## config.mk

```make
export PLATFORM = sky130hd
export DESIGN_NAME = template_delimiter_tokenizer_unit
export DESIGN_NICKNAME = d
export VERILOG_FILES = /design/src/hdl/tdt_pkg.sv /design/src/hdl/tdt_front.sv /design/src/hdl/tdt_queue.sv /design/src/hdl/tdt_back.sv /design/src/hdl/template_delimiter_tokenizer_unit.sv
export SDC_FILE = /design/constraint.sdc
export NUM_CORES = 1
export LEC_CHECK = 0
export BUFFER_PORTS_ARGS = -buffer_cell sky130_fd_sc_hd__buf_2
export CAP_MARGIN = 20
export CORE_ASPECT_RATIO = 1.2
export CORE_MARGIN = 2
export CORE_UTILIZATION = 42
export CTS_CLUSTER_SIZE = 14
export DETAILED_ROUTE_END_ITERATION = 8
export MAX_ROUTING_LAYER = met4
export PLACE_DENSITY_LB_ADDON = 0.08
export SLEW_MARGIN = 5
export SYNTH_ARGS = -nofsm -noshare
export SYNTH_HDL_FRONTEND = slang
export SYNTH_SLANG_ARGS = --single-unit
```

## constraint.sdc

```tcl
create_clock -name clk -period 11.51 [get_ports clk]
set_input_delay 1.151 -clock clk [delete_from_list [all_inputs] [get_ports clk]]
set_output_delay 1.151 -clock clk [all_outputs]
set_load 0.1 [all_outputs]
```

## src/hdl/tdt_pkg.sv

```systemverilog
// Shared types, constants and helper functions of the template delimiter tokenizer.
// No dependencies; imported by every module of the block.
package tdt_pkg;

	typedef enum logic [1:0] {
		MODE_TEXT    = 2'd0,
		MODE_SCRIPT  = 2'd1,
		MODE_ECHO    = 2'd2,
		MODE_COMMENT = 2'd3
	} mode_t;

	typedef enum logic [2:0] {
		KIND_TEXT       = 3'd0,
		KIND_SCRIPT     = 3'd1,
		KIND_ECHO       = 3'd2,
		KIND_SCRIPT_END = 3'd3,
		KIND_ECHO_END   = 3'd4,
		KIND_TMPL_END   = 3'd5
	} kind_t;

	localparam logic [7:0] CH_OPEN   = 8'h7B;
	localparam logic [7:0] CH_EQ     = 8'h3D;
	localparam logic [7:0] CH_HASH   = 8'h23;
	localparam logic [7:0] CH_CLOSE  = 8'h7D;
	localparam logic [7:0] CH_BSLASH = 8'h5C;

	localparam int QDEPTH = 4;
	localparam int QAW    = $clog2(QDEPTH);

	// scan state: pending flag above the mode
	typedef struct packed {
		logic  pend;
		mode_t mode;
	} scan_t;

	typedef struct packed {
		kind_t      kind;
		logic [7:0] data;
		logic       last;
	} result_t;

	// all results caused by one input byte
	typedef struct packed {
		logic [1:0]    cnt;
		result_t [2:0] res;
	} bundle_t;

	function automatic logic [7:0] trig_of(mode_t m);
		logic [7:0] t;
		t = CH_OPEN;
		unique case (m)
			MODE_TEXT:    t = CH_OPEN;
			MODE_SCRIPT:  t = CH_CLOSE;
			MODE_ECHO:    t = CH_EQ;
			MODE_COMMENT: t = CH_HASH;
			default:      t = CH_OPEN;
		endcase
		return t;
	endfunction

	function automatic bundle_t push(bundle_t b, kind_t k, logic [7:0] d, logic l);
		bundle_t r;
		r = b;
		r.res[b.cnt].kind = k;
		r.res[b.cnt].data = d;
		r.res[b.cnt].last = l;
		r.cnt = b.cnt + 2'd1;
		return r;
	endfunction

	// plain byte of the given mode; comment bytes are dropped
	function automatic bundle_t push_plain(bundle_t b, mode_t m, logic [7:0] d);
		bundle_t r;
		r = b;
		unique case (m)
			MODE_TEXT:    r = push(b, KIND_TEXT, d, 1'b0);
			MODE_SCRIPT:  r = push(b, KIND_SCRIPT, d, 1'b0);
			MODE_ECHO:    r = push(b, KIND_ECHO, d, 1'b0);
			MODE_COMMENT: r = b;
			default:      r = b;
		endcase
		return r;
	endfunction

endpackage

```

## src/hdl/tdt_front.sv

```systemverilog
// Front end: accepts template bytes, tracks the scan state and builds result bundles.
// Depends on tdt_pkg.
module tdt_front (
	input  logic            clk,
	input  logic            arst_n,
	input  logic            in_valid,
	output logic            in_stall,
	input  logic [7:0]      in_byte,
	input  logic            end_of_template,
	input  logic            q_full,
	output logic            q_wr,
	output tdt_pkg::bundle_t q_wdata
);
	import tdt_pkg::*;

	scan_t   scan_q;
	scan_t   scan_nx;
	bundle_t b;
	logic    accept;
	logic [7:0] trig;

	assign in_stall = q_full;
	assign accept   = in_valid && !q_full;
	assign trig     = trig_of(scan_q.mode);

	always_comb begin
		b       = '0;
		scan_nx = scan_q;
		if (!scan_q.pend) begin
			if (in_byte == trig) begin
				scan_nx.pend = 1'b1;
			end else begin
				b = push_plain(b, scan_q.mode, in_byte);
			end
		end else if (in_byte == CH_BSLASH) begin
			b = push_plain(b, scan_q.mode, trig);
			scan_nx.pend = 1'b0;
		end else if (scan_q.mode == MODE_TEXT &&
			(in_byte == CH_OPEN || in_byte == CH_EQ || in_byte == CH_HASH)) begin
			scan_nx.pend = 1'b0;
			priority if (in_byte == CH_OPEN) begin
				scan_nx.mode = MODE_SCRIPT;
			end else if (in_byte == CH_EQ) begin
				scan_nx.mode = MODE_ECHO;
			end else begin
				scan_nx.mode = MODE_COMMENT;
			end
		end else if (scan_q.mode != MODE_TEXT && in_byte == CH_CLOSE) begin
			if (scan_q.mode == MODE_SCRIPT) begin
				b = push(b, KIND_SCRIPT_END, 8'h00, 1'b0);
			end else if (scan_q.mode == MODE_ECHO) begin
				b = push(b, KIND_ECHO_END, 8'h00, 1'b0);
			end
			scan_nx = '{pend: 1'b0, mode: MODE_TEXT};
		end else begin
			// flush the pending byte, then rescan the new one
			b = push_plain(b, scan_q.mode, trig);
			if (in_byte == trig) begin
				scan_nx.pend = 1'b1;
			end else begin
				scan_nx.pend = 1'b0;
				b = push_plain(b, scan_q.mode, in_byte);
			end
		end

		if (end_of_template) begin
			if (scan_nx.pend) begin
				b = push_plain(b, scan_nx.mode, trig_of(scan_nx.mode));
			end
			b       = push(b, KIND_TMPL_END, 8'h00, 1'b1);
			scan_nx = '{pend: 1'b0, mode: MODE_TEXT};
		end
	end

	// drop empty bundles here so the back end only sees real results
	assign q_wr    = accept && (b.cnt != 2'd0);
	assign q_wdata = b;

	always_ff @(posedge clk or negedge arst_n) begin
		if (!arst_n) begin
			scan_q <= '{pend: 1'b0, mode: MODE_TEXT};
		end else if (accept) begin
			scan_q <= scan_nx;
		end
	end

endmodule

```

## src/hdl/tdt_queue.sv

```systemverilog
// Short bundle queue between the front and back ends.
// Depends on tdt_pkg.
module tdt_queue (
	input  logic             clk,
	input  logic             arst_n,
	input  logic             wr,
	input  tdt_pkg::bundle_t wdata,
	output logic             full,
	input  logic             rd,
	output tdt_pkg::bundle_t rdata,
	output logic             empty
);
	import tdt_pkg::*;

	bundle_t          mem_q [QDEPTH];
	logic [QAW-1:0]   wptr_q;
	logic [QAW-1:0]   rptr_q;
	logic [QAW:0]     count_q;

	assign full  = (count_q == (QAW+1)'(QDEPTH));
	assign empty = (count_q == '0);
	assign rdata = mem_q[rptr_q];

	always_ff @(posedge clk) begin
		if (wr) begin
			mem_q[wptr_q] <= wdata;
		end
	end

	always_ff @(posedge clk or negedge arst_n) begin
		if (!arst_n) begin
			wptr_q  <= '0;
			rptr_q  <= '0;
			count_q <= '0;
		end else begin
			if (wr) begin
				wptr_q <= wptr_q + QAW'(1);
			end
			if (rd) begin
				rptr_q <= rptr_q + QAW'(1);
			end
			unique case ({wr, rd})
				2'b10:   count_q <= count_q + (QAW+1)'(1);
				2'b01:   count_q <= count_q - (QAW+1)'(1);
				default: count_q <= count_q;
			endcase
		end
	end

endmodule

```

## src/hdl/tdt_back.sv

```systemverilog
// Back end: unpacks queued bundles into single results behind an output register.
// Depends on tdt_pkg.
module tdt_back (
	input  logic             clk,
	input  logic             arst_n,
	input  logic             q_empty,
	input  tdt_pkg::bundle_t q_rdata,
	output logic             q_rd,
	output logic             out_valid,
	input  logic             out_stall,
	output logic [2:0]       kind,
	output logic [7:0]       out_byte,
	output logic             last
);
	import tdt_pkg::*;

	logic [1:0] idx_q;
	logic       valid_q;
	result_t    res_q;
	logic       load;
	logic       at_end;

	assign load   = !q_empty && (!valid_q || !out_stall);
	assign at_end = (idx_q == q_rdata.cnt - 2'd1);
	assign q_rd   = load && at_end;

	always_ff @(posedge clk or negedge arst_n) begin
		if (!arst_n) begin
			idx_q   <= '0;
			valid_q <= 1'b0;
		end else begin
			if (load) begin
				valid_q <= 1'b1;
				idx_q   <= at_end ? 2'd0 : idx_q + 2'd1;
			end else if (!out_stall) begin
				valid_q <= 1'b0;
			end
		end
	end

	always_ff @(posedge clk) begin
		if (load) begin
			res_q <= q_rdata.res[idx_q];
		end
	end

	assign out_valid = valid_q;
	assign kind      = res_q.kind;
	assign out_byte  = res_q.data;
	assign last      = res_q.last;

endmodule

```

## src/hdl/template_delimiter_tokenizer_unit.sv

```systemverilog
// Template delimiter tokenizer: splits template text into text, script and echo bytes
// and block markers. Depends on tdt_pkg, tdt_front, tdt_queue and tdt_back.
//
// Input channel: in_valid/in_stall carry one template byte (in_byte) and the
// end_of_template flag; a byte is taken at an edge where in_valid is high and
// in_stall low. One byte can be taken every cycle while in_stall stays low.
// Output channel: out_valid/out_stall carry one result (kind, out_byte, last);
// last marks the template end result, after which scanning restarts in text mode.
// A byte gives zero to three results. The results of a byte pass through the bundle
// queue and then the output register; results leave at one per cycle while out_stall
// is low, so the sustained input rate is one byte per cycle while each byte yields at
// most one result, and otherwise set by the single output register.
// A four-entry bundle queue separates the two sides: when the receiver stalls,
// the output register holds its result and input bytes keep flowing until the
// queue fills, then in_stall rises.
// Reset clears the scan state to text mode with nothing pending and empties the
// queue and output register.
module template_delimiter_tokenizer_unit (
	input  logic       clk,
	input  logic       arst_n,
	input  logic       in_valid,
	output logic       in_stall,
	input  logic [7:0] in_byte,
	input  logic       end_of_template,
	output logic       out_valid,
	input  logic       out_stall,
	output logic [2:0] kind,
	output logic [7:0] out_byte,
	output logic       last
);
	import tdt_pkg::*;

	bundle_t q_wdata;
	bundle_t q_rdata;
	logic    q_wr;
	logic    q_rd;
	logic    q_full;
	logic    q_empty;

	tdt_front u_front (
		.clk             (clk),
		.arst_n          (arst_n),
		.in_valid        (in_valid),
		.in_stall        (in_stall),
		.in_byte         (in_byte),
		.end_of_template (end_of_template),
		.q_full          (q_full),
		.q_wr            (q_wr),
		.q_wdata         (q_wdata)
	);

	tdt_queue u_queue (
		.clk    (clk),
		.arst_n (arst_n),
		.wr     (q_wr),
		.wdata  (q_wdata),
		.full   (q_full),
		.rd     (q_rd),
		.rdata  (q_rdata),
		.empty  (q_empty)
	);

	tdt_back u_back (
		.clk       (clk),
		.arst_n    (arst_n),
		.q_empty   (q_empty),
		.q_rdata   (q_rdata),
		.q_rd      (q_rd),
		.out_valid (out_valid),
		.out_stall (out_stall),
		.kind      (kind),
		.out_byte  (out_byte),
		.last      (last)
	);

endmodule
```

# After elaboration in Yosys (flattened, before gate mapping)
# Memories as Yosys holds them, arrays and structs flattened.
# Index checks and enable logic that the tools add are counted.
[totals]
register_bits = 25
ramBits = 152
in_bits = 13
output_inout_bits = 14
wordCells = 147
mem_count = 1
[memory_table]
columns = ["name", "depth", "word_bits", "rd", "rd_clocked_by_memory_dff", "wr", "line", "rtl"]
rows = [
  ["u_queue.mem_q", 4, 38, 1, 0, 1, "tdt_queue.sv:15", "bundle_t mem_q [QDEPTH];"],
]
[classes]
n_addsub = 9
magnitude_cmp = 7
n_eq_ne = 17
n_mux = 81
reduce_logical = 22
[ops]
columns = ["cell", "count"]
rows = [
  ["bitwise mux 36 bit", 21],
  ["one-hot mux 38 bit (4 select lines)", 4],
  ["two-way mux 38 bit", 13],
  ["demux 12 bit (select 2 bit)", 9],
  ["two-way mux 37 bit", 2],
  ["one-hot mux 8 bit (4 select lines)", 2],
  ["two-way mux 12 bit", 4],
  ["two-way mux 9 bit", 3],
  ["binary-select mux 12 bit (select 2 bit)", 1],
  ["== test 8 x 7 -> 1 bit, second input constant", 3],
  ["== test 8 x 6 -> 1 bit, second input constant", 2],
  ["two-way mux 8 bit", 2],
  ["adder 2 x 1 -> 2 bit, second input constant", 6],
  ["less-than comparator 2 x 3 -> 1 bit, second input constant", 4],
  ["two-way mux 1 bit", 12],
  ["== test 2 bit, second input constant", 5],
  ["two-way mux 2 bit", 5],
  ["logical AND 1 bit", 9],
  ["== test 8 bit", 1],
  ["== test 2 x 1 -> 1 bit, second input constant", 3],
  [">= comparator 2 x 1 -> 1 bit, second input constant", 3],
  ["two-way mux 3 bit", 2],
  ["one-hot mux 3 bit (2 select lines)", 1],
  ["nonzero test 2 bit", 3],
  ["other kinds (10)", 16],
]

# Longest topological paths before layout
[logic_depth]
depth_word = 42
ltp_mapped = 26
mapped_depth_nobuf = 25

# Hierarchy
# Synthesis repeated with hierarchy kept, for this count alone.
[hier_totals]
hier_cells = 564
area_unflattened_um2 = 8543.2
[by_module_without_submodules]
columns = ["module", "n_inst", "cells_each", "area_per_inst_um2", "seq_area_each_um2"]
rows = [
  ["tdt_queue", 1, 236, 5928.2, 4739.5],
  ["tdt_front", 1, 255, 1819.2, 75.1],
  ["tdt_back", 1, 73, 795.8, 435.4],
]

# Worst setup path before layout
# No wires, ideal clock.
[synth_timing]
path_kind = "in2reg"
from = "input in_byte[6]"
to = "memory u_queue.mem_q[0][0] (netlist name) (enable)"
setup_ns = 0.393
t_arrival_ns = 5.251
required_time_ns = 11.117
slack_ns = 5.866
cell_stages = 17
path_buffers = 1
path_cell_list = "buf_2 nor3_1 o21a_1 o21ai_0 or2_2 a22oi_1 inv_1 ha_1 nor3_1 nor3_1 mux2_2 ha_1 nor2_1 a31oi_1 o2111ai_1 o311a_4 and2_1"
[synth_between]
elab_chain_cells = 17
word_cells_on_any_way = 40
classes_between = "add/sub: 2; eq/ne: 9; mux: 22; reduce/logical: 7"
[synth_rtl]
columns = ["element", "line", "rtl"]
rows = [
  ["start, declared", "template_delimiter_tokenizer_unit.sv:23", "input logic [7:0] in_byte,"],
  ["== test 8 x 7 -> 1 bit / == test 8 x 6 -> 1 bit (equally long branches)", "tdt_front.sv:39, tdt_front.sv:41, tdt_front.sv:43", ""],
  ["logical OR 1 bit (2 in series)", "tdt_front.sv:39", "(in_byte == CH_OPEN || in_byte == CH_EQ || in_byte == CH_HASH)) begin"],
  ["logical AND 1 bit", "tdt_front.sv:38", "end else if (scan_q.mode == MODE_TEXT &&"],
  ["two-way mux 38 bit / two-way mux 3 bit (equally long branches)", "tdt_front.sv:38", ""],
  ["two-way mux 38 bit / two-way mux 2 bit (equally long branches)", "tdt_front.sv:35", "end else if (in_byte == CH_BSLASH) begin"],
  ["two-way mux 38 bit / two-way mux 2 bit (equally long branches)", "tdt_front.sv:29", "if (!scan_q.pend) begin"],
  ["adder 2 x 1 -> 2 bit (tied with other cells)", "tdt_pkg.sv:67", "r.cnt = b.cnt + 2'd1;"],
  ["one-hot mux 38 bit (4 select lines)", "tdt_pkg.sv:75", "unique case (m)"],
  ["two-way mux 38 bit", "tdt_front.sv:67", "if (scan_nx.pend) begin"],
  ["two-way mux 38 bit", "tdt_front.sv:66", "if (end_of_template) begin"],
  ["adder 2 x 1 -> 2 bit", "tdt_pkg.sv:67", ""],
  ["two-way mux 38 bit (*)", "tdt_front.sv:66", ""],
  ["nonzero test 2 bit (*)", "tdt_front.sv:76", "assign q_wr = accept && (b.cnt != 2'd0);"],
  ["logical AND 1 bit (*)", "tdt_front.sv:76", ""],
  ["two-way mux 1 bit (*)", "tdt_queue.sv:25", "if (wr) begin"],
  ["two-way mux 1 bit (not written as such) (*)", "tdt_queue.sv:26", "mem_q[wptr_q] <= wdata;"],
  ["end, declared", "tdt_queue.sv:15", ""],
]
# Every way passes the cells marked *; elsewhere a longest branch is shown, timed or not. The select of a mux whose other input is x is not followed.

# Worst setup path in the final report
[layout_timing]
from = "register u_front.scan_q[0] (netlist name)"
to = "register u_queue.count_q[2]"
[layout_between]
elab_chain_cells = 23
word_cells_on_any_way = 49
classes_between = "add/sub: 3; eq/ne: 9; mux: 29; reduce/logical: 8"
[layout_rtl]
columns = ["element", "line", "rtl"]
rows = [
  ["start, declared", "tdt_front.sv:16", "scan_t scan_q;"],
  ["start signal, assigned", "tdt_front.sv:81", "scan_q <= '{pend: 1'b0, mode: MODE_TEXT};"],
  ["start signal, assigned", "tdt_front.sv:83", "scan_q <= scan_nx;"],
  ["== test 2 bit (tied with other cells)", "tdt_pkg.sv:51, tdt_pkg.sv:75", ""],
  ["one-hot mux 38 bit (4 select lines)", "tdt_pkg.sv:75", ""],
  ["two-way mux 38 bit", "tdt_front.sv:48", "end else if (scan_q.mode != MODE_TEXT && in_byte == CH_CLOSE) begin"],
  ["two-way mux 38 bit", "tdt_front.sv:38", ""],
  ["two-way mux 38 bit", "tdt_front.sv:35", ""],
  ["two-way mux 38 bit", "tdt_front.sv:29", ""],
  ["adder 2 x 1 -> 2 bit", "tdt_pkg.sv:67", ""],
  ["one-hot mux 38 bit (4 select lines)", "tdt_pkg.sv:75", ""],
  ["[... 7 more ...]", "--", ""],
  ["two-way mux 38 bit", "tdt_front.sv:67", ""],
  ["two-way mux 38 bit", "tdt_front.sv:66", ""],
  ["adder 2 x 1 -> 2 bit", "tdt_pkg.sv:67", ""],
  ["two-way mux 38 bit (*)", "tdt_front.sv:66", ""],
  ["nonzero test 2 bit (*)", "tdt_front.sv:76", ""],
  ["logical AND 1 bit (*)", "tdt_front.sv:76", ""],
  ["== test 2 x 1 -> 1 bit / == test 2 bit (equally long branches)", "tdt_queue.sv:42", "unique case ({wr, rd})"],
  ["one-hot mux 3 bit (2 select lines) / nonzero test 2 bit (equally long branches)", "--", ""],
  ["end signal, assigned", "tdt_queue.sv:43", "2'b10: count_q <= count_q + (QAW+1)'(1);"],
  ["end signal, assigned", "tdt_queue.sv:44", "2'b01: count_q <= count_q - (QAW+1)'(1);"],
  ["end signal, assigned", "tdt_queue.sv:45", "default: count_q <= count_q;"],
  ["end, declared", "tdt_queue.sv:18", "logic [QAW:0] count_q;"],
]
# Marked as above.
# A chain may end at the register's enable or synchronous reset.

==> impl_metrics.json <==
{
  "slew_headroom_pct": 33.44,
  "critPathSlowestCell": "nor3_1",
  "fin_skew_ns": 0.01447,
  "synth_edf_count": 144,
  "cts-root-buf": "clkbuf_16",
  "rsz0062_at_grt": "false",
  "die_w_um": 125.8,
  "total_power_mw": 2.053,
  "grt_pass1_wl_um": 26900,
  "cts_tree": "built",
  "crit_chain": "inv_1 > ha_1 > and3b_1 > o21a_1 > o21ai_0 > or2_2 > a22oi_1 > inv_1 > ha_1 > nor3_1 > nor3_1 > mux2_2 > ha_1 > nor2_1 > a31oi_1 > o2111ai_1 > o311a_4 > inv_1 > ha_1 > inv_1 > fa_1 > xor2_1 > nor2_1 > xor2_1",
  "antenna_left": 0,
  "grtUsageMet2_pct": 32.05,
  "post_cts_resized": 0,
  "cap_violations": 0,
  "start_kind": "flop",
  "clock.fmax_mhz": 164.3,
  "clkSlewWorstSetupHoldPaths_ns": 0.06,
  "dpl-instance-area_um2": 7864,
  "finish.utilization_pct": 48.23,
  "hold_viol": 0,
  "fin_cells": 780,
  "synth_cell_type_count": 69,
  "syn-cell-area_um2": 7481,
  "ys.warnings.count": 0,
  "path_buf_inv": 4,
  "wirelength_um": 17200,
  "final_design_area_no_fill_um2": 8444,
  "numCtsBuffers": 17,
  "drt_first_pass_iters": 5,
  "hold_slack_ns": 0.5071,
  "syn_avg_cell_area_um2": 14.58,
  "grt_usage_pct": 19.62,
  "finalSetupViolations": 0,
  "tightest_slew_ns": 0.9845,
  "period_minus_slack_ns": 6.088,
  "async_reset_ff_share_pct": 8.280,
  "cp.arrival_ns": 6.42,
  "gp_congestion": 0.9224,
  "synth_xor_xnor_area_share_pct": 0.9366,
  "synth_area_leaders": "edfxtp_1 (58%), mux4_2 (9.9%), dfrtp_1 (4.3%)",
  "synth_top_flop_cell": "edfxtp_1",
  "fin_setup_tns_ns": 0,
  "antenna_found_initial": 0,
  "worstPathRequired_ns": 11.84,
  "synth-simple-area-share_pct": 9.416,
  "post-place-ws_ns": 5.204,
  "grt_use_met1_pct": 24.91,
  "cellLeakagePower_nw": 3.038,
  "clockBufferDepth": 2,
  "cts_max_level": 4,
  "top_usage_layer": "met2",
  "synth_common_cells": "edfxtp_1 (144), nand2_1 (44), mux4_2 (33)",
  "seq_area_frac_synth_pct": 62.15,
  "route.detailed.drc": 0,
  "viasPerCell": 5.714,
  "syn_nets": 553,
  "grt.overflow.total": 0,
  "grt_max_degree": 35,
  "hold_buffers": 0,
  "cts_post_setup_buffers_inserted": 0,
  "p_per_area_nw_per_um2": 243.1,
  "synthMuxAreaShare_pct": 11.77,
  "syn_inst": 513,
  "die_y_um": 150.2,
  "max_stage_delay_ns": 0.48,
  "fp-row-count": 53,
  "drv_slew": 0,
  "synthAdderAreaFrac_pct": 4.616,
  "drt-initial-drc-count": 388,
  "yosys.area.top_type": "edfxtp_1",
  "crit_type": "flop to flop",
  "min_period_over_period_pct": 52.89,
  "ys_seq_elements": 157,
  "io_buffers": 26,
  "start_util_pct": 42.73,
  "synthToLayoutAreaGrowth_pct": 12.88,
  "grt_use_met3_pct": 4.122,
  "clkSinkCount": 157,
  "coreArea_um2": 17510,
  "diodes": 0,
  "crit_path_end_kind": "flop",
  "crit_fanout": 10,
  "fin_ws_ns": 5.422,
  "status": "completed",
  "irDropWorstVdd_mv": 0.1467,
  "placed_cells_incl_taps": 748,
  "fin_nets": 587,
  "min_path_type": "flop to flop",
  "yosysMostFrequentCell": "edfxtp_1",
  "wl_per_cell_um": 22.05,
  "yosys.area.top_type_share_pct": 57.80,
  "crit_family": "adder cells",
  "insertion_delay_ns": 0.41,
  "pin_count": 27,
  "synth_top_family_by_area": "multiplexers",
  "synth-compound-area-share_pct": 8.680,
  "grt_pass1_vias": 4612,
  "post-dp-hpwl_um": 11510,
  "num_vias": 4457,
  "die_area_um2": 18900,
  "drive_above_1_share_pct": 20.18
}
## worst min-delay path: cells and delay by family, from the launching register on
kind / cells / cell delay (ns)
and+or+nand+nor: 2 / 0.11
DFF: 1 / 0.37
## placed cells by master (no fill, tap or decap), types with 3 or more instances in the layout
cell type	n
nand2b_1	5
a21oi_1	24
and3_1	5
dfrtp_1	12
or3_1	3
a31oi_1	8
buf_2	26
mux2i_1	10
nor2b_1	5
nor4b_1	4
nor2_1	20
nor3_1	8
a22o_1	4
mux4_2	33
clkbuf_16	17
clkinv_2	4
inv_2	3
nand4_1	3
inv_1	22
ha_1	26
a22oi_1	4
and2_1	10
buf_4	8
xor2_1	4
xnor2_1	4
nand3_1	10
o21ai_0	23
bufinv_16	3
o21a_1	3
clkbuf_1	4
nand2_1	44
edfxtp_1	144
## per-layer routing
| metal | wire [um] | vias to the layer above |
|---|---|---|
| li1 | - | 2059 |
| met1 | 7547 | 2265 |
| met2 | 8735 | 113 |
| met3 | 617 | 20 |
| met4 | 297 | 0 |
| met5 | 0 | - |
## state kept, by name (all words and copies together) (netlist names), 2 cells and up
name	cells
u_back.idx_q	2
u_back.kind	3
u_back.out_byte	8
u_front.scan_q	3
u_queue.count_q	3
u_queue.mem_q	132
u_queue.rptr_q	2
u_queue.wptr_q	2
## kinds of logic after synthesis
group | Yosys count
compound gates | 96
mux | 46
simple gates | 135
buf+inv | 44
xor+xnor | 8
fa+ha+maj | 27
flops | 157
## area by class of cell
class                   instances  area, um^2
clock buffers                  21       440.4
clock inverters                11       140.1
fillers                      1560        9062
inverters                      25       93.84
multi-input cells             312        2654
flip-flops and latches        157        4651
well taps                     220       275.3
repair buffers                 34       190.2
## final timing paths
kind                              startpoint                 end  slack, ns  cells after the start
setup / recovery           u_front.scan_q[0]  u_queue.count_q[2]       5.42                     24
hold / removal              u_back.out_valid    u_back.out_valid       0.51                      2
setup reg to reg           u_front.scan_q[0]  u_queue.count_q[2]       5.42                     24
hold reg to reg             u_back.out_valid    u_back.out_valid       0.51                      2
max in group asynchronous             arst_n   u_queue.rptr_q[0]      10.62                      1
min in group asynchronous             arst_n  u_queue.count_q[0]       0.62                      1
## report_power, final
group / switching [mW] / internal [mW] / total (mW)
combinational: 0.459 / 0.225 / 0.684
clock: 0.214 / 0.341 / 0.554
sequential: 0.0377 / 0.777 / 0.815
Power figures use the tool's default switching activity.
